===== config.mk =====
export PLATFORM = sky130hd
export DESIGN_NAME = fccw_addr_calc
export DESIGN_NICKNAME = d
export VERILOG_FILES = /design/src/sv/fat12_cluster_chain_walker_macros.svh /design/src/sv/fccw_pkg.sv /design/src/sv/fccw_addr_calc.sv
export SDC_FILE = /design/constraint.sdc
export NUM_CORES = 1
export LEC_CHECK = 0
export BUFFER_PORTS_ARGS = -buffer_cell sky130_fd_sc_hd__buf_2
export CORE_MARGIN = 2
export CORE_UTILIZATION = 39
export DETAILED_ROUTE_END_ITERATION = 7
export SYNTH_ARGS = -nofsm -noshare
export SYNTH_HDL_FRONTEND = slang
export SYNTH_SLANG_ARGS = --single-unit

===== constraint.sdc =====
create_clock -name vclk -period 6.89
set_input_delay 1.0335 -clock vclk [all_inputs]
set_output_delay 1.0335 -clock vclk [all_outputs]
set_load 0.01 [all_outputs]

===== src/sv/fat12_cluster_chain_walker_macros.svh =====
// Assertion macros used by the FAT12 cluster chain walker RTL.
// Needs a clock named clk_i and an active-low reset named rst_ni in scope.
`ifndef FAT12_CLUSTER_CHAIN_WALKER_MACROS_SVH
`define FAT12_CLUSTER_CHAIN_WALKER_MACROS_SVH

// Same-cycle implication, checked on every rising edge out of reset.
`define FCCW_ASSERT_NOW(label, ante, cons, msg) \
  label: assert property (@(posedge clk_i) disable iff (!rst_ni) (ante) |-> (cons)) \
    else $error(msg);

// Next-cycle implication, checked on every rising edge out of reset.
`define FCCW_ASSERT_NEXT(label, ante, cons, msg) \
  label: assert property (@(posedge clk_i) disable iff (!rst_ni) (ante) |=> (cons)) \
    else $error(msg);

`endif


===== src/sv/fccw_pkg.sv =====
// Shared types and constants of the FAT12 cluster chain walker.
// Used by every module of the block; depends on nothing else.
package fccw_pkg;

  // Size of the FAT byte store and its address width.
  localparam int unsigned FAT_BYTES = 8192;
  localparam int unsigned FAT_AW    = $clog2(FAT_BYTES);

  // Field widths fixed by the interface.
  localparam int unsigned CLUSTER_W  = 12;
  localparam int unsigned BYTE_ADDR_W = 13;
  localparam int unsigned OFFSET_W   = 13;
  localparam int unsigned SECTOR_W   = 16;
  localparam int unsigned SPC_W      = 8;
  localparam int unsigned BPS_W      = 13;
  localparam int unsigned ADDR_W     = 32;
  localparam int unsigned CFG_IDX_W  = 2;
  localparam int unsigned CFG_DATA_W = 16;

  // Entries at or above this value end a chain.
  localparam logic [CLUSTER_W-1:0] END_MARK = 12'hFF8;
  // Cluster number of the first data cluster.
  localparam logic [SECTOR_W-1:0] FIRST_DATA_CLUSTER = 16'd2;

  // Configuration register indexes.
  localparam logic [CFG_IDX_W-1:0] CFG_SPC = 2'd0;
  localparam logic [CFG_IDX_W-1:0] CFG_BPS = 2'd1;
  localparam logic [CFG_IDX_W-1:0] CFG_DSS = 2'd2;

  // Configuration reset values.
  localparam logic [SPC_W-1:0]    SPC_RESET = 8'd1;
  localparam logic [BPS_W-1:0]    BPS_RESET = 13'd512;
  localparam logic [SECTOR_W-1:0] DSS_RESET = 16'd33;

  typedef enum logic [1:0] {
    MODE_WRITE   = 2'd0,
    MODE_START   = 2'd1,
    MODE_ADVANCE = 2'd2
  } mode_e;

  typedef enum logic [1:0] {
    ST_IDLE,
    ST_RD_HI,
    ST_FIN
  } state_e;

  typedef struct packed {
    logic [SPC_W-1:0]    spc;
    logic [BPS_W-1:0]    bps;
    logic [SECTOR_W-1:0] dss;
  } cfg_t;

endpackage


===== src/sv/fccw_addr_calc.sv =====
// Sector address and destination step arithmetic for one cluster.
// Depends on fccw_pkg for widths and the configuration struct.
module fccw_addr_calc
  import fccw_pkg::*;
(
  input  cfg_t                 cfg_i,
  input  logic [CLUSTER_W-1:0] cluster_i,
  input  logic [ADDR_W-1:0]    dest_i,
  output logic [SECTOR_W-1:0]  sector_o,
  output logic [ADDR_W-1:0]    dest_next_o
);

  logic [SECTOR_W-1:0]      rel_cluster;
  logic [SECTOR_W+SPC_W-1:0] sector_prod;
  logic [BPS_W+SPC_W-1:0]   cluster_bytes;

  // Clusters below two wrap; only the low 16 bits of the product matter.
  assign rel_cluster   = SECTOR_W'(cluster_i) - FIRST_DATA_CLUSTER;
  assign sector_prod   = rel_cluster * cfg_i.spc;
  assign sector_o      = cfg_i.dss + sector_prod[SECTOR_W-1:0];

  assign cluster_bytes = cfg_i.bps * cfg_i.spc;
  assign dest_next_o   = dest_i + ADDR_W'(cluster_bytes);

endmodule


==> qor.yml, run 1 <==
min_path:
  holdPathEnd: "dest_next_o[31]"
  hp-class: "in2out"
  min-delay-start: "dest_i[31]"
  min_path_cells: 3
synthesis:
  yosys-top-cells-area: "fa_1 41%, inv_1 13%, ha_1 12%, and2_1 7.4%, xnor2_1 4.5%"
  synth_top_family_by_area: "adder cells"
  synth-xor-area-share: 0.0621
  syn_area_mm2: 0.00777
  yosysSeqAreaShare: 0
  synth-compound-area-share: 0.0816
  ys_types: 49
  synth.area.mux_share: 0
  avgSynthCellArea_um2: 8.17
  synth_top_area_share: 0.410
  synthAdderAreaFrac: 0.527
  synthCells: 951
  yosys.area_share.simple: 0.192
  syn-num-nets: 1264
  synth_top_area_cell: "fa_1"
  yosysWarningCount: 0
die:
  die_y_um: 145
  dieArea_mm2: 0.0211
  num_rows: 51
  coreArea_mm2: 0.0195
  die_x_um: 145
  boundaryPins: 129
  start_util: 0.398
power_and_ir_drop:
  peakVddDrop_v: 0.000237
  powerDensity_mw_per_mm2: 384
  internal_power_mw: 1.69
  p_leak_nw: 5.07
  swShare: 0.534
  switchingPower_mw: 1.94
  seq_power_share: 0
  comb_power_share: 1.000
  pwr-share-clk: 0
  power_mw: 3.63
place:
  port_buffers: 129
  globalplace.congestion: 0.829
  dpl.cell_count: 1379
  dpl.hpwl_mm: 15.6
  dpl-instance-area_mm2: 0.00909
run:
  max-cap-violations: 0
timing:
  finalHoldViolations: 0
  fin_crit_sh: 0.990
  setup_viol: 0
  period_minus_slack_ps: 6820
  max_freq_ghz: 0.147
  drv_slew: 0
  relSlewSlack: 0.644
  rsz0062_at_grt: "yes"
  tightest_slew_ps: 530
  setup_tns_ps: 0
detailed_routing:
  vias_per_cell: 4.62
  detail_route.wl_per_cell_um: 12.9
  dr_wl_met3_um: 396
  totalWireLength_mm: 17.9
  vias: 6407
  wl_met1_mm: 8.63
  highest_layer: "met5"
  wl_met2_mm: 8.75
  drt_iter0_drc: 209
  dr.pass1.iters: 4
  drc_errors: 0
  ant_nets: 0
critical_path:
  criticalPathCategory: "in2out"
  crit_fanout: 4
  arrival_ps: 5780
  critPathLaunchType: "input port"
  cp.required_ps: 5860
  end_kind: "output pin"
cts:
  ctsHoldBuffers: 0
status:
  status: "completed"
cells_and_area:
  clkbuf_count: 0
  syn_to_final_growth_pct: 21.6
  finalInstanceArea_mm2: 0.00945
  regArea_um2: 0
  layout-drive-gt1-share: 0.215
  n_sequential_cell: 0
  finalNonFillerCells: 1387
  antenna_cells: 0
  final_util: 0.484
  nNetsFinal: 1437
global_route:
  antenna_found_initial: 1
  grt_pass1_wl_mm: 31.0
  grt.overflow.total: 0
  grt_max_degree: 22
  grt_usage: 0.173
  grt_pass1_vias: 6632
## cell families (layout without fill, tap and decap cells)
group | count (synthesis) | in the layout
compound gates | 97 | 97
xor+xnor | 52 | 52
fa+ha+maj | 232 | 232
buf+inv | 284 | 455
simple gates | 286 | 286
## area by class of cell
class              instances  area, µm²
multi-input cells        667       6970
fillers                 1974      10100
repair buffers           189       1150
inverters                266        998
well taps                265        332
## power by group through the flow
| stage | Clock, mW | Combinational [mW] | Sequential (mW) |
|---|---|---|---|
| 6_report | 0 | 3.63 | 0 |
| 4_1_cts | 0 | 3.42 | 0 |
| 3_3_place_gp | 0 | 3.34 | 0 |
| 2_1_floorplan | 0 | 2.32 | 0 |
| 5_1_grt | 0 | 4.12 | 0 |
| 3_5_place_dp | 0 | 3.37 | 0 |
## synth_stat cells, types with 2 or more instances
cell type	number
o21bai_1	3
xor2_1	10
fa_1	159
and2_1	92
nand4_1	7
and3_1	3
o22ai_1	2
ha_1	73
a21oi_1	24
xnor3_1	2
a21boi_0	2
o41a_1	2
a211oi_1	2
xnor2_1	40
nor3_1	3
o21ai_0	17
nand3_1	3
or2_2	2
a21o_1	9
o211ai_1	9
nand2b_1	12
o21a_1	12
or3_1	3
a31oi_1	3
nor2b_1	23
clkbuf_1	18
nor4_1	3
nor2_1	45
nand2_1	83
inv_1	265
o21ai_1	2
## how the worst max path moves through the flow
stage | start | to | slack, ps
after CTS | cluster_i[4] | sector_o[15] | 3
after floorplan | cluster_i[1] | sector_o[15] | 170
after global placement | cluster_i[4] | sector_o[15] | -240
final | cluster_i[4] | sector_o[15] | 70
after detailed placement | cluster_i[4] | sector_o[15] | -310
after global routing | cluster_i[4] | sector_o[15] | -130
## timing repair
item                       in CTS  in global routing
setup endpoints to repair       3                 13
pin swaps                       7                 25
buffers inserted                0                  8
cloned                          0                  0
gates resized for setup        15                 55
## through the flow
stage | hold WS (ps) | setup slack [ps]
final | 2340 | 71.8
after global routing | 2350 | -128
after CTS | 2340 | 3.43
after detailed placement | 2340 | -315
after global placement | 2340 | -241
after floorplan | 2150 | 167
## metal layers
layer / vias to the layer above / track usage
li1: 3179 / -
met1: 3109 / 0.253
met2: 107 / 0.302
met3: 10 / 0.00629
met4: 2 / 0.0103
met5: - / 0
## cell usage in the layout, fill, tap and decap left out, types with 5 or more instances in the layout
master	n
buf_4	54
xor2_1	9
buf_2	127
nand4_1	7
ha_1	67
inv_2	9
nor2b_1	23
o21ai_0	13
nand2_1	77
nand2_2	6
fa_1	156
inv_1	256
a21oi_1	23
xnor2_2	6
ha_4	5
o21a_1	12
nand2b_1	11
nor2_1	41
xnor2_1	33
a21o_1	9
o211ai_1	9
buf_6	6
and2_1	91
## worst max-delay path, cell delays in order
cell      delay (ps)
buf_6             90
or4_4            570
o41a_1           350
nand2b_4         180
buf_6            130
nand2_2           60
fa_1             450
fa_1             560
fa_1             440
fa_2             360
xnor2_1          210
xnor3_1          280
xnor2_2          180
xnor3_1          270
xnor2_2          190
xnor2_2          150
xor2_1           150
buf_2            140
(Power assumes the default switching activity.)
==> run 2: changes to the inputs <==
Settings changed: PLACE_DENSITY_LB_ADDON set to 0.05, SLEW_MARGIN set to 0.
==> run 2 against run 1 <==
Compared with the run above: combinational power barely moved; maximum frequency fell by 0.40%; first-iteration DRC count fell by 15%; routed wire length rose by 1.8%; critical endpoint is now sector_o[14]; largest cell class unchanged; largest power group unchanged.
==> qor.yml, run 2 (synthesis gave the netlist of run 1 again) <==
die:
  coreArea_mm2: 0.0195  # unchanged
  num_rows: 51  # unchanged
  dieArea_mm2: 0.0211  # unchanged
  die_x_um: 145  # unchanged
  start_util: 0.398  # unchanged
  boundaryPins: 129  # unchanged
  die_y_um: 145  # unchanged
cells_and_area:
  mostFrequentLayoutCell: "inv_1"
  final_util: 0.486  # +0.00179
  layout-drive-gt1-share: 0.220  # +0.00487
  n_sequential_cell: 0  # unchanged
  clkbuf_count: 0  # unchanged
  antenna_cells: 0  # unchanged
  nNetsFinal: 1444  # +0.49%
  regArea_um2: 0  # unchanged
  finalNonFillerCells: 1394  # +0.50%
  layout_common_cells: "259 x inv_1, 157 x fa_1, 127 x buf_2"
  syn_to_final_growth_pct: 22.1
  n_fill_cell: 2054  # +4.1%
critical_path:
  crit_fanout: 4  # unchanged
  slowest_stage: "fa_1"
  critPathLaunchType: "input port"
  cp_common_cell: "fa_1"
  slowest_delay_ps: 540  # -30 ps
  endpoint: "sector_o[14]"
  end_kind: "output pin"
  criticalPathCategory: "in2out"
  crit_path_cell_trace: "buf_2, or4_4, o41a_1, nand2b_4, nand2_2, fa_1, inv_1, fa_1, fa_1, inv_2, fa_1, inv_1, ha_2, or3_4, o221ai_4, a21oi_2, o41ai_2, buf_4, xnor2_1, buf_2"
  cp-startpoint: "cluster_i[2]"
  arrival_ps: 5810  # +30 ps
  cp.required_ps: 5860  # about the same
timing:
  relSlewSlack: 0.672  # +0.0277
  finalHoldViolations: 0  # unchanged
  tightest_slew_ps: 488  # -42.5 ps
  rsz0062_at_grt: "yes"
  period_minus_slack_ps: 6850  # +27.6 ps
  layout_setup_ws_ps: 44.1  # -27.6 ps
  max_freq_ghz: 0.146  # -0.40%
  setup_viol: 0  # unchanged
  fin_crit_sh: 0.994  # +0.00401
  drv_slew: 0  # unchanged
power_and_ir_drop:
  power_mw: 3.64  # +0.39%
  powerDensity_mw_per_mm2: 384  # about the same
  switchingPower_mw: 1.95  # +0.78%
  internal_power_mw: 1.69  # about the same
  swShare: 0.536  # +0.00207
  p_leak_nw: 5.11  # +0.64%
  comb_power_share: 1.000  # about the same
  seq_power_share: 0  # unchanged
  pwr-share-clk: 0  # unchanged
  peakVddDrop_v: 0.000226  # -4.4%
detailed_routing:
  drc_errors: 0  # unchanged
  totalWireLength_mm: 18.2  # +1.8%
  detail_route.wl_per_cell_um: 13.1  # +1.3%
  vias_per_cell: 4.61  # -0.16%
  drt_iter0_drc: 178  # -15%
  ant_nets: 0  # unchanged
  vias: 6429  # +0.34%
  dr.pass1.iters: 4  # unchanged
run:
  max-cap-violations: 0  # unchanged
global_route:
  grt_pass1_wl_mm: 31.0  # about the same
  grt.overflow.total: 0  # unchanged
  antenna_found_initial: 0  # -1
  grt_max_degree: 19  # -14%
  grt_usage: 0.175  # +0.00112
  grt_pass1_vias: 6502  # -2.0%
place:
  place_ws_ps: -305  # +9.41 ps
  port_buffers: 129  # unchanged
  dpl.hpwl_mm: 16.1  # +3.6%
  dpl.cell_count: 1387  # +0.58%
  globalplace.congestion: 0.814  # -1.8%
status:
  status: "completed"
cts:
  ctsHoldBuffers: 0  # unchanged
min_path:
  hp-class: "in2out"
run 2: layout make-up:
type | instances | area, µm² | area share
Multi-Input combinational cell | 667 | 6970 | 0.735
Timing Repair Buffer | 196 | 1190 | 0.125
Inverter | 266 | 998 | 0.105
Tap cell | 265 | 332 | 0.0350
run 2: critical path: cells and delay by family:
kind	cells	cell delay, ps
xor+xnor	1	100
simple gates	4	1170
compound gates	4	900
fa+ha+maj	5	2020
buf+inv	6	590
run 2: stage by stage:
stage | hold slack [ps] | cell area [µm²] | TNS (ps)
floorplan | 2150 | 7780 | 0
global placement | 2330 | 9150 | -637
detailed placement | 2340 | 9150 | -722
CTS | 2340 | 9260 | -82.8
global route | 2350 | 9490 | -308
finish | 2340 | 9490 | 0
run 2: how the worst min path moves through the flow:
stage,slack (ps),depth (start not counted),endpoint,from
3_3_place_gp,2330,3,dest_next_o[31],dest_i[31]
5_1_grt,2350,3,dest_next_o[31],dest_i[31]
6_report,2340,3,dest_next_o[31],dest_i[31]
4_1_cts,2340,3,dest_next_o[31],dest_i[31]
2_1_floorplan,2150,1,dest_next_o[24],dest_i[24]
3_5_place_dp,2340,3,dest_next_o[31],dest_i[31]
run 2: power groups by stage:
stage,logic (mW),registers [mW],clock network (mW)
global placement,3.41,0,0
CTS,3.51,0,0
floorplan,2.32,0,0
finish,3.64,0,0
global route,4.10,0,0
detailed placement,3.42,0,0
run 2: what timing repair did:
item | in CTS | in global routing
resized for setup | 18 | 45
buffers inserted | 2 | 5
endpoints found under the setup margin | 3 | 11
pin swaps | 20 | 22
run 2: layer usage:
| metal | vias to the layer above | global-route usage | share of wire |
|---|---|---|---|
| li1 | 3189 | - | - |
| met1 | 3127 | 0.265 | 0.49 |
| met2 | 109 | 0.296 | 0.48 |
| met3 | 4 | 0.00346 | 0.026 |
| met4 | 0 | 0.00539 | 0.0037 |
| met5 | - | 0 | 0 |
