==> config.mk <==
export PLATFORM = sky130hd
export DESIGN_NAME = fccw_ctrl
export DESIGN_NICKNAME = d
export VERILOG_FILES = /design/src/sv/fccw_pkg.sv /design/src/sv/fccw_ctrl.sv
export VERILOG_INCLUDE_DIRS = /design/src /design/src/sv
export SDC_FILE = /design/constraint.sdc
export NUM_CORES = 1
export LEC_CHECK = 0
export BUFFER_PORTS_ARGS = -buffer_cell sky130_fd_sc_hd__buf_4
export CAP_MARGIN = 20
export CORE_AREA = 2 2 121 123
export CTS_CLUSTER_SIZE = 10
export DETAILED_ROUTE_END_ITERATION = 8
export DIE_AREA = 0 0 123 125
export PLACE_DENSITY_LB_ADDON = 0.3
export SLEW_MARGIN = 20
export SYNTH_ARGS = -nofsm -noshare
export SYNTH_HDL_FRONTEND = slang
export SYNTH_SLANG_ARGS = --single-unit
==> constraint.sdc <==
create_clock -name clk_i -period 11.11 [get_ports clk_i]
set_clock_uncertainty 0.15 [all_clocks]
set_input_delay 2.222 -clock clk_i [delete_from_list [all_inputs] [get_ports clk_i]]
set_output_delay 2.222 -clock clk_i [all_outputs]
set_load 0.1 [all_outputs]
==> src/sv/fat12_cluster_chain_walker_macros.svh <==
// Assertion macros used by the FAT12 cluster chain walker RTL.
// Needs a clock named clk_i and an active-low reset named rst_ni in scope.
`ifndef FAT12_CLUSTER_CHAIN_WALKER_MACROS_SVH
`define FAT12_CLUSTER_CHAIN_WALKER_MACROS_SVH

// Same-cycle implication, checked on every rising edge out of reset.
`define FCCW_ASSERT_NOW(label, ante, cons, msg) \
  label: assert property (@(posedge clk_i) disable iff (!rst_ni) (ante) |-> (cons)) \
    else $error(msg);

// Next-cycle implication, checked on every rising edge out of reset.
`define FCCW_ASSERT_NEXT(label, ante, cons, msg) \
  label: assert property (@(posedge clk_i) disable iff (!rst_ni) (ante) |=> (cons)) \
    else $error(msg);

`endif

==> src/sv/fccw_pkg.sv <==
// Shared types and constants of the FAT12 cluster chain walker.
// Used by every module of the block; depends on nothing else.
package fccw_pkg;

  // Size of the FAT byte store and its address width.
  localparam int unsigned FAT_BYTES = 8192;
  localparam int unsigned FAT_AW    = $clog2(FAT_BYTES);

  // Field widths fixed by the interface.
  localparam int unsigned CLUSTER_W  = 12;
  localparam int unsigned BYTE_ADDR_W = 13;
  localparam int unsigned OFFSET_W   = 13;
  localparam int unsigned SECTOR_W   = 16;
  localparam int unsigned SPC_W      = 8;
  localparam int unsigned BPS_W      = 13;
  localparam int unsigned ADDR_W     = 32;
  localparam int unsigned CFG_IDX_W  = 2;
  localparam int unsigned CFG_DATA_W = 16;

  // Entries at or above this value end a chain.
  localparam logic [CLUSTER_W-1:0] END_MARK = 12'hFF8;
  // Cluster number of the first data cluster.
  localparam logic [SECTOR_W-1:0] FIRST_DATA_CLUSTER = 16'd2;

  // Configuration register indexes.
  localparam logic [CFG_IDX_W-1:0] CFG_SPC = 2'd0;
  localparam logic [CFG_IDX_W-1:0] CFG_BPS = 2'd1;
  localparam logic [CFG_IDX_W-1:0] CFG_DSS = 2'd2;

  // Configuration reset values.
  localparam logic [SPC_W-1:0]    SPC_RESET = 8'd1;
  localparam logic [BPS_W-1:0]    BPS_RESET = 13'd512;
  localparam logic [SECTOR_W-1:0] DSS_RESET = 16'd33;

  typedef enum logic [1:0] {
    MODE_WRITE   = 2'd0,
    MODE_START   = 2'd1,
    MODE_ADVANCE = 2'd2
  } mode_e;

  typedef enum logic [1:0] {
    ST_IDLE,
    ST_RD_HI,
    ST_FIN
  } state_e;

  typedef struct packed {
    logic [SPC_W-1:0]    spc;
    logic [BPS_W-1:0]    bps;
    logic [SECTOR_W-1:0] dss;
  } cfg_t;

endpackage

==> src/sv/fccw_ctrl.sv <==
// Sequencer of the chain walker: item decode, FAT reads and result registers.
// Depends on fccw_pkg, fccw_addr_calc results and the assertion macro header.
`include "fat12_cluster_chain_walker_macros.svh"

module fccw_ctrl
  import fccw_pkg::*;
(
  input  logic                   clk_i,
  input  logic                   rst_ni,
  input  logic                   start_i,
  output logic                   busy_o,
  input  logic [1:0]             mode_i,
  input  logic [BYTE_ADDR_W-1:0] fat_byte_addr_i,
  input  logic [7:0]             fat_byte_value_i,
  input  logic [CLUSTER_W-1:0]   start_cluster_i,
  input  logic [ADDR_W-1:0]      dest_base_i,
  input  cfg_t                   cfg_i,
  output logic [CLUSTER_W-1:0]   cluster_o,
  output logic [ADDR_W-1:0]      dest_o,
  input  logic [SECTOR_W-1:0]    sector_i,
  input  logic [ADDR_W-1:0]      dest_next_i,
  output logic                   ram_we_o,
  output logic [FAT_AW-1:0]      ram_waddr_o,
  output logic [7:0]             ram_wdata_o,
  output logic [FAT_AW-1:0]      ram_raddr_o,
  input  logic [7:0]             ram_rdata_i,
  output logic                   done_o,
  output logic [SECTOR_W-1:0]    read_sector_o,
  output logic [SPC_W-1:0]       read_count_o,
  output logic [ADDR_W-1:0]      read_dest_o,
  output logic [CLUSTER_W-1:0]   chain_cluster_o,
  output logic                   last_o,
  output logic                   status_o
);

  state_e state_q, state_d;

  logic                 active_q, active_d;
  logic [CLUSTER_W-1:0] cur_q, cur_d;
  logic [ADDR_W-1:0]    dest_q, dest_d;
  logic [7:0]           lo_q;

  logic                 done_q, done_d;
  logic [SECTOR_W-1:0]  sector_q;
  logic [SPC_W-1:0]     count_q;
  logic [ADDR_W-1:0]    rdest_q;
  logic [CLUSTER_W-1:0] clus_q;
  logic                 last_q;
  logic                 status_q;
  logic                 load_cmd, load_err;

  logic                 accept;
  logic [OFFSET_W-1:0]  offset;
  logic [15:0]          pair;
  logic [CLUSTER_W-1:0] fat_entry;
  logic                 is_last;
  logic                 addr_ok;

  assign accept = start_i && (state_q == ST_IDLE);
  assign busy_o = (state_q != ST_IDLE);

  // Byte offset of a 12-bit entry is one and a half times the cluster number.
  assign offset = OFFSET_W'(cur_q) + OFFSET_W'(cur_q[CLUSTER_W-1:1]);

  // Little-endian byte pair; odd clusters use the upper twelve bits.
  assign pair      = {ram_rdata_i, lo_q};
  assign fat_entry = cur_q[0] ? pair[15:4] : pair[11:0];
  assign is_last   = (fat_entry >= END_MARK);

  assign addr_ok = (32'(fat_byte_addr_i) < FAT_BYTES);

  assign ram_waddr_o = FAT_AW'(fat_byte_addr_i);
  assign ram_wdata_o = fat_byte_value_i;
  assign ram_raddr_o = (state_q == ST_IDLE) ? FAT_AW'(offset) : FAT_AW'(offset + 1'b1);

  assign cluster_o = cur_q;
  assign dest_o    = dest_q;

  always_comb begin
    state_d  = state_q;
    active_d = active_q;
    cur_d    = cur_q;
    dest_d   = dest_q;
    ram_we_o = 1'b0;
    load_cmd = 1'b0;
    load_err = 1'b0;
    done_d   = 1'b0;
    unique case (state_q)
      ST_IDLE: begin
        if (accept) begin
          case (mode_i)
            MODE_WRITE: begin
              ram_we_o = addr_ok;
            end
            MODE_START: begin
              cur_d    = start_cluster_i;
              dest_d   = dest_base_i;
              active_d = 1'b1;
            end
            MODE_ADVANCE: begin
              if (active_q) begin
                state_d = ST_RD_HI;
              end else begin
                load_err = 1'b1;
                done_d   = 1'b1;
              end
            end
            default: begin
            end
          endcase
        end
      end
      ST_RD_HI: begin
        state_d = ST_FIN;
      end
      ST_FIN: begin
        load_cmd = 1'b1;
        done_d   = 1'b1;
        cur_d    = fat_entry;
        dest_d   = dest_next_i;
        active_d = !is_last;
        state_d  = ST_IDLE;
      end
      default: begin
        state_d = ST_IDLE;
      end
    endcase
  end

  always_ff @(posedge clk_i or negedge rst_ni) begin
    if (!rst_ni) begin
      state_q  <= ST_IDLE;
      active_q <= 1'b0;
      cur_q    <= '0;
      dest_q   <= '0;
      done_q   <= 1'b0;
    end else begin
      state_q  <= state_d;
      active_q <= active_d;
      cur_q    <= cur_d;
      dest_q   <= dest_d;
      done_q   <= done_d;
    end
  end

  always_ff @(posedge clk_i) begin
    if (state_q == ST_RD_HI) begin
      lo_q <= ram_rdata_i;
    end
    if (load_cmd) begin
      sector_q <= sector_i;
      count_q  <= cfg_i.spc;
      rdest_q  <= dest_q;
      clus_q   <= cur_q;
      last_q   <= is_last;
      status_q <= 1'b0;
    end else if (load_err) begin
      sector_q <= '0;
      count_q  <= '0;
      rdest_q  <= '0;
      clus_q   <= '0;
      last_q   <= 1'b0;
      status_q <= 1'b1;
    end
  end

  assign done_o          = done_q;
  assign read_sector_o   = sector_q;
  assign read_count_o    = count_q;
  assign read_dest_o     = rdest_q;
  assign chain_cluster_o = clus_q;
  assign last_o          = last_q;
  assign status_o        = status_q;

  `FCCW_ASSERT_NEXT(a_hi_then_fin, state_q == ST_RD_HI, state_q == ST_FIN, "second FAT read not followed by finish")
  `FCCW_ASSERT_NEXT(a_fin_active, state_q == ST_FIN, (active_q == !last_q) && done_q && !status_q, "chain state disagrees with last flag")
  `FCCW_ASSERT_NOW(a_write_idle, ram_we_o, state_q == ST_IDLE, "FAT write while a read is in flight")
  `FCCW_ASSERT_NEXT(a_err_result, load_err, done_q && status_q && (state_q == ST_IDLE), "no error result for advance without chain")

endmodule

==> impl_table.tex, run 1 <==
\begin{tabular}{lr}
\hline
Metric & Value \\
\hline
\multicolumn{2}{l}{\textbf{Logic synthesis}} \\
Mean post-synth cell area & 11.9 um2 \\
Portion of the post-synthesis area used by sequential elements & 58.4\% \\
Share of the synthesized area in the top cell type & 38.2\% \\
Biggest area consumer among synthesized cells & edfxtp\_1 \\
Most repeated cell in the gate-level netlist after synthesis & edfxtp\_1 \\
Share of synthesized registers carrying an async set or reset & 38.1\% \\
Number of different library cells in the post-synthesis netlist & 51 \\
Cell types with the largest area share after synthesis & edfxtp\_1 38\%, dfrtp\_1 20\%, mux2i\_1 7.3\% \\
Post-Syn Nets & 686 \\
Leading register cell type out of synthesis & edfxtp\_1 \\
Gate count of the mapped netlist & 508 \\
Commonest cells in the netlist & 77 x edfxtp\_1, 65 x and2\_1, 48 x dfrtp\_1 \\
Count of flip-flops with a built-in enable after synthesis & 77 \\
Synthesis-stage register bit count & 126 \\
Number of warnings issued by yosys & 0 \\
Netlist Area Pre-Place & 6050 um2 \\
\multicolumn{2}{l}{\textbf{Clock network}} \\
H-tree level count & 4 \\
Clock latency reported for the late side of the worst-skew pair & 0.40 ns \\
Hold-fix buffer count after cts & 0 \\
Buffers inserted during post-CTS setup optimization & 0 \\
Clk pin slew, worst setup/hold paths & 0.06 ns \\
Clock tree from TritonCTS & built \\
Root Buffer & clkbuf\_16 \\
Clock buffer count from CTS & 17 \\
Clock Path Buffers & 2 \\
Number of clock sinks & 126 \\
Count of cells resized by post-cts repair & 0 \\
\multicolumn{2}{l}{\textbf{Floorplanning}} \\
Area of the die & 15400 um2 \\
Chip Width & 123 um \\
Starting density of the core & 42.6\% \\
Num ports & 314 \\
FP Rows & 44 \\
Y dimension of the die & 125 um \\
Core region area & 14200 um2 \\
\multicolumn{2}{l}{\textbf{Timing}} \\
Final critical-path required period & 6.21 ns \\
Worst-Margin Slew & 1.02 ns \\
Remaining max-slew budget at the tightest pin & 32.1\% \\
Setup repair after global routing missed its margin & no \\
Share of the clock period used by the worst path after layout & 55.9\% \\
Maximum clock rate & 0.161 GHz \\
Post-Route Setup TNS & 0 ns \\
Final number of hold-violating endpoints & 0 \\
Final setup fails & 0 \\
Count of pins over their slew limit & 0 \\
\multicolumn{2}{l}{\textbf{Min path}} \\
Class of the tightest hold or removal check & reg -> reg \\
\multicolumn{2}{l}{\textbf{Pwr}} \\
Total power per unit cell area & 289 nW/um2 \\
Leakage dissipation & 3.66 nW \\
Peak ir drop on the vdd network & 0.000471 V \\
\multicolumn{2}{l}{\textbf{Finish}} \\
Growth of design area from synthesis to finish & 39.9\% \\
Layout net count & 904 \\
Area used by multi-input combinational logic & 2250 um2 \\
Fill cell total of the finished layout & 1189 \\
Core utilization of the finished layout & 59.6\% \\
Antenna diode count & 0 \\
Non-filler instance count after layout & 923 \\
Area of all placed cells without fillers & 8470 um2 \\
Fraction of layout cells with a size suffix above 1 & 39.0\% \\
Register Area & 3530 um2 \\
\multicolumn{2}{l}{\textbf{Place}} \\
Placed instance count & 891 \\
Detail Placement HPWL & 11.4 mm \\
Area after detailed placement & 7900 um2 \\
Number of buffers inserted by port buffering & 242 \\
Weighted congestion reported at the end of routability-driven placement & 0.899 \\
\multicolumn{2}{l}{\textbf{Setup path}} \\
Data arrival time at the worst-slack endpoint & 3.84 ns \\
Capturing element type of the critical path & primary output \\
Largest fanout of any net on the critical path & 15 \\
Kind of critical path & reg -> out \\
Sort of element at the start of the critical path & flip-flop \\
Data required time at the worst endpoint & 8.74 ns \\
\multicolumn{2}{l}{\textbf{GRT}} \\
Maximum number of pins on one net before global-route repair & 83 \\
Global-route wire length before repair & 24.3 mm \\
Initial antenna violation count & 0 \\
Met2 Track Usage GR & 34.7\% \\
Met3 routing resource usage after global routing & 6.34\% \\
Congestion Overflow GR & 0 \\
Met1 track utilization from global routing & 24.2\% \\
Tot GR Track Use & 20.5\% \\
Via count of the first global-routing pass & 4743 \\
Most Used Layer, Global Route & met2 \\
\multicolumn{2}{l}{\textbf{Drt}} \\
Number of nets still failing antenna checks after routing & 0 \\
Detail-routed via count per cell & 4.98 \\
Total wire length after detailed routing & 15.9 mm \\
Number of DRC violations after detailed routing & 0 \\
Iter 0 DRT Violations & 343 \\
Number of vias in the routed layout & 4601 \\
Average detailed-routed wire length per instance & 17.3 um \\
Iteration count of the initial detailed-routing pass & 4 \\
\multicolumn{2}{l}{\textbf{Run}} \\
Max-Cap Viols & 0 \\
\multicolumn{2}{l}{\textbf{Status}} \\
Outcome & complete, no violations \\
\hline
\end{tabular}
[sequential cells by signal (all words and copies together) (netlist names)]
name             flops
dest_o              32
read_dest_o         32
read_sector_o       16
chain_cluster_o     12
cluster_o           12
lo_q                 8
read_count_o         8
state_q              2
active_q             1
done_o               1
last_o               1
status_o             1
[where the power goes]
group / internal (mW) / switching (mW) / leakage, nW / total, mW
clock: 0.328 / 0.201 / 0.258 / 0.529
sequential: 0.554 / 0.0553 / 1.31 / 0.610
combinational: 0.302 / 1.01 / 2.08 / 1.31
[worst paths after layout]
path                                                from                       end  slack (ns)  depth (start not counted)
worst max-delay path            cluster_o[0]$_DFFE_PN0P_           ram_raddr_o[12]        4.90                         11
worst min-delay path               status_o$_SDFFE_PP0P_     status_o$_SDFFE_PP0P_        0.37                          2
worst max register to register    state_q[0]$_DFFE_PN0P_  cluster_o[0]$_DFFE_PN0P_        8.60                          6
worst min register to register     status_o$_SDFFE_PP0P_     status_o$_SDFFE_PP0P_        0.37                          2
max in group asynchronous                         rst_ni    dest_o[19]$_DFFE_PN0P_        8.64                          1
min in group asynchronous                         rst_ni     dest_o[7]$_DFFE_PN0P_        1.70                          1
[routing by layer]
layer / share of wire [%] / wire length, um / vias to the layer above
met2: 49 / 7830 / 179
met3: 8.7 / 1390 / 45
li1: - / - / 2207
met5: 0 / 0 / -
met1: 40 / 6330 / 2170
met4: 2.4 / 388 / 0
[per-stage QoR]
stage	total power [mW]	setup WS [ns]	hold slack [ns]
floorplan	1.69	4.33	0.328
global placement	1.91	5.38	0.318
detailed placement	1.93	5.31	0.362
CTS	2.47	4.86	0.376
global route	2.55	4.62	0.397
finish	2.45	4.90	0.367
[final cells by class]
type	count	share of cell area, %
Clock inverter	15	1.74
Multi-Input combinational cell	326	26.5
Timing Repair Buffer	245	21.9
Inverter	10	0.443
Clock buffer	17	5.02
Tap cell	184	2.72
Sequential cell	126	41.7
[critical path, cell delays in order, from the launching register on]
cell and delay [ns]:
dfrtp_1 0.80, ha_1 0.30, inv_1 0.06, fa_1 0.40, nand2b_1 0.19, a21oi_1 0.17
xor2_1 0.30, nand4_2 0.22, nor4b_4 0.30, and4b_1 0.24, xnor2_1 0.12, buf_4 0.31
[cell families after synthesis]
| group | synth area share (%) |
|---|---|
| xor gates and xnor gates | 3.16 |
| DFF | 58.4 |
| muxes | 7.27 |
| and+or+nand+nor | 14.7 |
| buffers and inverters | 4.86 |
| adders and majority gates | 3.22 |
| AOI/OAI and AO/OA | 8.41 |
[cell usage in the layout (no fill, tap or decap), drive strengths merged, types with 2 or more instances in the layout]
master / n
a211oi: 12
a21oi: 24
a31oi: 2
and2: 65
and3: 3
buf: 245
bufinv: 2
clkbuf: 17
clkinv: 5
clkinvlp: 7
dfrtp: 48
edfxtp: 77
ha: 14
inv: 11
mux2i: 44
nand2: 43
nand3: 2
nand4: 2
nor2: 22
nor2b: 12
nor3: 2
nor4: 2
nor4b: 2
o211ai: 3
o21a: 2
o21ai: 36
xnor2: 11
xor2: 10
(Power assumes the default switching activity.)
==> inputs of run 2 (changes only) <==
--- a/config.mk
+++ b/config.mk
@@ -8,10 +8,10 @@
 export LEC_CHECK = 0
 export BUFFER_PORTS_ARGS = -buffer_cell sky130_fd_sc_hd__buf_4
 export CAP_MARGIN = 20
-export CORE_AREA = 2 2 121 123
+export CORE_AREA = 2 2 122 124
 export CTS_CLUSTER_SIZE = 10
 export DETAILED_ROUTE_END_ITERATION = 8
-export DIE_AREA = 0 0 123 125
+export DIE_AREA = 0 0 124 126
 export PLACE_DENSITY_LB_ADDON = 0.3
 export SLEW_MARGIN = 20
 export SYNTH_ARGS = -nofsm -noshare
==> constraint.sdc (replaced) <==
create_clock -name clk_i -period 6.04 [get_ports clk_i]
set_clock_uncertainty 0.15 [all_clocks]
set_input_delay 1.208 -clock clk_i [delete_from_list [all_inputs] [get_ports clk_i]]
set_output_delay 1.208 -clock clk_i [all_outputs]
set_load 0.1 [all_outputs]
==> run 2 against run 1 <==
Net effect: core utilization is 0.61 points lower; register-to-register slack got worse by 4.8 ns; combinational power rose by 85%; design area fell by 0.25%; final cell count rose by 0.22%; via count fell by 0.67%; largest power group unchanged; global-route usage shrank 0.73 points; first-iteration DRC count down 19%.
==> impl_table.tex, run 2 (same netlist as run 1, synthesis figures left out) <==
\begin{tabular}{lr}
\hline
Metric & Value \\
\hline
\multicolumn{2}{l}{\textbf{Status}} \\
Outcome & complete, no violations \\
\multicolumn{2}{l}{\textbf{Timing}} \\
Maximum clock rate & 0.204 GHz \\
Remaining max-slew budget at the tightest pin & 34.1\% (+2.0 points) \\
Setup repair after global routing missed its margin & no \\
Final setup fails & 0 (unchanged) \\
Post-Route Setup TNS & 0 ns (unchanged) \\
Count of pins over their slew limit & 0 (unchanged) \\
Final critical-path required period & 4.90 ns \\
Min setup slack post-route & 1.14 ns (-3.76 ns) \\
Final number of hold-violating endpoints & 0 (unchanged) \\
Share of the clock period used by the worst path after layout & 81.1\% \\
Worst-Margin Slew & 0.988 ns (-0.0306 ns) \\
\multicolumn{2}{l}{\textbf{Finish}} \\
Growth of design area from synthesis to finish & 39.6\% \\
Top library cells by usage in the layout, fill and taps aside & 246 x buf\_4, 77 x edfxtp\_1, 65 x and2\_1 \\
Leading cell type in the layout, fill and taps excluded & buf\_4 \\
Non-filler instance count after layout & 925 (+0.22\%) \\
Fraction of layout cells with a size suffix above 1 & 38.9\% (-0.11 points) \\
Antenna diode count & 0 (unchanged) \\
Layout net count & 906 (+0.22\%) \\
\multicolumn{2}{l}{\textbf{Drt}} \\
Number of DRC violations after detailed routing & 0 (unchanged) \\
Total wire length after detailed routing & 15.7 mm (-1.5\%) \\
Detail-routed via count per cell & 4.94 (-0.89\%) \\
Number of vias in the routed layout & 4570 (-0.67\%) \\
Iteration count of the initial detailed-routing pass & 5 (+1) \\
Number of nets still failing antenna checks after routing & 0 (unchanged) \\
Iter 0 DRT Violations & 278 (-19\%) \\
Average detailed-routed wire length per instance & 17.0 um (-1.7\%) \\
\multicolumn{2}{l}{\textbf{Clock network}} \\
Hold-fix buffer count after cts & 0 (unchanged) \\
Number of clock sinks & 126 (unchanged) \\
Root Buffer & clkbuf\_16 \\
Clock tree from TritonCTS & built \\
Clock Path Buffers & 2 (unchanged) \\
Clock buffer count from CTS & 17 (unchanged) \\
Clock latency reported for the late side of the worst-skew pair & 0.40 ns (about the same) \\
Count of cells resized by post-cts repair & 0 (unchanged) \\
Buffers inserted during post-CTS setup optimization & 0 (unchanged) \\
H-tree level count & 4 (unchanged) \\
Clk pin slew, worst setup/hold paths & 0.06 ns (about the same) \\
\multicolumn{2}{l}{\textbf{Pwr}} \\
Leakage dissipation & 3.67 nW (+0.34\%) \\
Portion of total power attributed to the clock network & 20.7\% (-0.9 points) \\
Peak ir drop on the vdd network & 0.000911 V (+93\%) \\
Switching share of total power & 52.0\% (+0.34 points) \\
Sequential cell fraction of total power & 24.9\% (about the same) \\
Total power per unit cell area & 527 nW/um2 (+82\%) \\
Int Pwr & 2.14 mW (+81\%) \\
Switching power & 2.31 mW (+83\%) \\
Logic pwr share & 54.3\% (+0.8 points) \\
\multicolumn{2}{l}{\textbf{Place}} \\
Number of buffers inserted by port buffering & 242 (unchanged) \\
Worst slack, placed & 1.56 ns (-3.75 ns) \\
Placed instance count & 892 (+0.11\%) \\
Weighted congestion reported at the end of routability-driven placement & 0.881 (-2.0\%) \\
Detail Placement HPWL & 11.4 mm (+0.29\%) \\
\multicolumn{2}{l}{\textbf{Setup path}} \\
Slowest cell on crit path & fa\_1 \\
Gate family responsible for the most delay along the worst path & simple AND/OR/NAND/NOR gates \\
Most numerous cell on the critical path & buf\_4 \\
Largest fanout of any net on the critical path & 15 (unchanged) \\
Capturing element type of the critical path & primary output \\
Sort of element at the start of the critical path & flip-flop \\
CP Buf/Inv Count & 3 (+1) \\
Kind of critical path & reg -> out \\
Critical Path Max Stage Delay & 0.39 ns (-0.41 ns) \\
Worst-path cell chain & buf\_4, ha\_1, inv\_1, fa\_1, nand2b\_1, a21oi\_1, xor2\_1, nand4\_2, nor4b\_4, and4b\_1, xnor2\_1, buf\_4 \\
Data arrival time at the worst-slack endpoint & 3.54 ns (-0.30 ns) \\
Data required time at the worst endpoint & 4.68 ns (-4.06 ns) \\
\multicolumn{2}{l}{\textbf{Floorplanning}} \\
Chip Width & 124 um (+0.81\%) \\
Area of the die & 15600 um2 (+1.6\%) \\
Num ports & 314 (unchanged) \\
FP Rows & 44 (unchanged) \\
Y dimension of the die & 126 um (+0.80\%) \\
Core region area & 14300 um2 (+0.78\%) \\
Starting density of the core & 42.3\% (-0.33 points) \\
\multicolumn{2}{l}{\textbf{GRT}} \\
Congestion Overflow GR & 0 (unchanged) \\
Maximum number of pins on one net before global-route repair & 89 (+7.2\%) \\
Via count of the first global-routing pass & 4484 (-5.5\%) \\
Tot GR Track Use & 19.8\% (-0.73 points) \\
Initial antenna violation count & 0 (unchanged) \\
Global-route wire length before repair & 23.6 mm (-3.0\%) \\
\multicolumn{2}{l}{\textbf{Run}} \\
Max-Cap Viols & 0 (unchanged) \\
\multicolumn{2}{l}{\textbf{Min path}} \\
Class of the tightest hold or removal check & reg -> reg \\
\hline
\end{tabular}
-- run 2: cell count changes in the layout (fill, tap and decap cells not counted) --
cell / previous run / this run
buf_4: 244 / 246
bufinv_16: 2 / 1
clkbuf_1: 0 / 4
clkinv_1: 2 / 0
clkinv_2: 2 / 5
clkinv_4: 1 / 3
clkinvlp_4: 7 / 2
inv_6: 1 / 0
-- run 2: per-stage QoR --
step / util, % / total power [mW] / area (um2) / hold WS [ns]
final: 59.0 / 4.45 / 8450 / 0.325
after global routing: 59.0 / 4.62 / 8450 / 0.391
after CTS: 58.9 / 4.48 / 8430 / 0.333
after detailed placement: 55.1 / 3.54 / 7890 / 0.320
after global placement: 55.1 / 3.51 / 7890 / 0.320
after floorplan: - / 3.10 / 6050 / 0.328
-- run 2: path summary, 6_finish.rpt --
| path | startpoint | endpoint | slack [ns] | cells after the start |
|---|---|---|---|---|
| worst max-delay path | cluster_o[0]$_DFFE_PN0P_ | ram_raddr_o[12] | 1.14 | 12 |
| min in group asynchronous | rst_ni | dest_o[24]$_DFFE_PN0P_ | 0.70 | 1 |
| worst max register to register | state_q[0]$_DFFE_PN0P_ | cluster_o[4]$_DFFE_PN0P_ | 3.77 | 4 |
| worst min register to register | status_o$_SDFFE_PP0P_ | status_o$_SDFFE_PP0P_ | 0.32 | 2 |
| worst min-delay path | status_o$_SDFFE_PP0P_ | status_o$_SDFFE_PP0P_ | 0.32 | 2 |
| max in group asynchronous | rst_ni | cluster_o[3]$_DFFE_PN0P_ | 4.59 | 1 |
-- run 2: area by class of cell --
cell class / count / area, um2
tap: 184 / 230
timing repair buffer: 247 / 1870
clock inverter: 11 / 96.3
sequential: 126 / 3530
clock buffer: 21 / 440
fill: 1157 / 5860
inverter: 10 / 37.5
multi-input combinational: 326 / 2250
-- run 2: power by group through the flow --
stage | clock network (mW) | registers, mW | logic [mW]
after global routing | 0.976 | 1.13 | 2.52
after CTS | 0.940 | 1.11 | 2.43
after global placement | 0 | 1.12 | 2.39
after floorplan | 0 | 1.80 | 1.30
final | 0.923 | 1.11 | 2.42
after detailed placement | 0 | 1.13 | 2.41
-- run 2: routing by layer --
metal  GRT usage [%]  vias up  wire, um
met3            6.43       29      1460
li1                -     2206         -
met1            23.4     2156      6270
met5               0        -         0
met2            33.8      179      7700
met4            6.48        0       263
-- run 2: worst min-delay path, stage by stage, from the launching register on --
cell and delay (ns):
dfxtp_1 0.32, a41oi_1 0.04, nor2_1 0.07
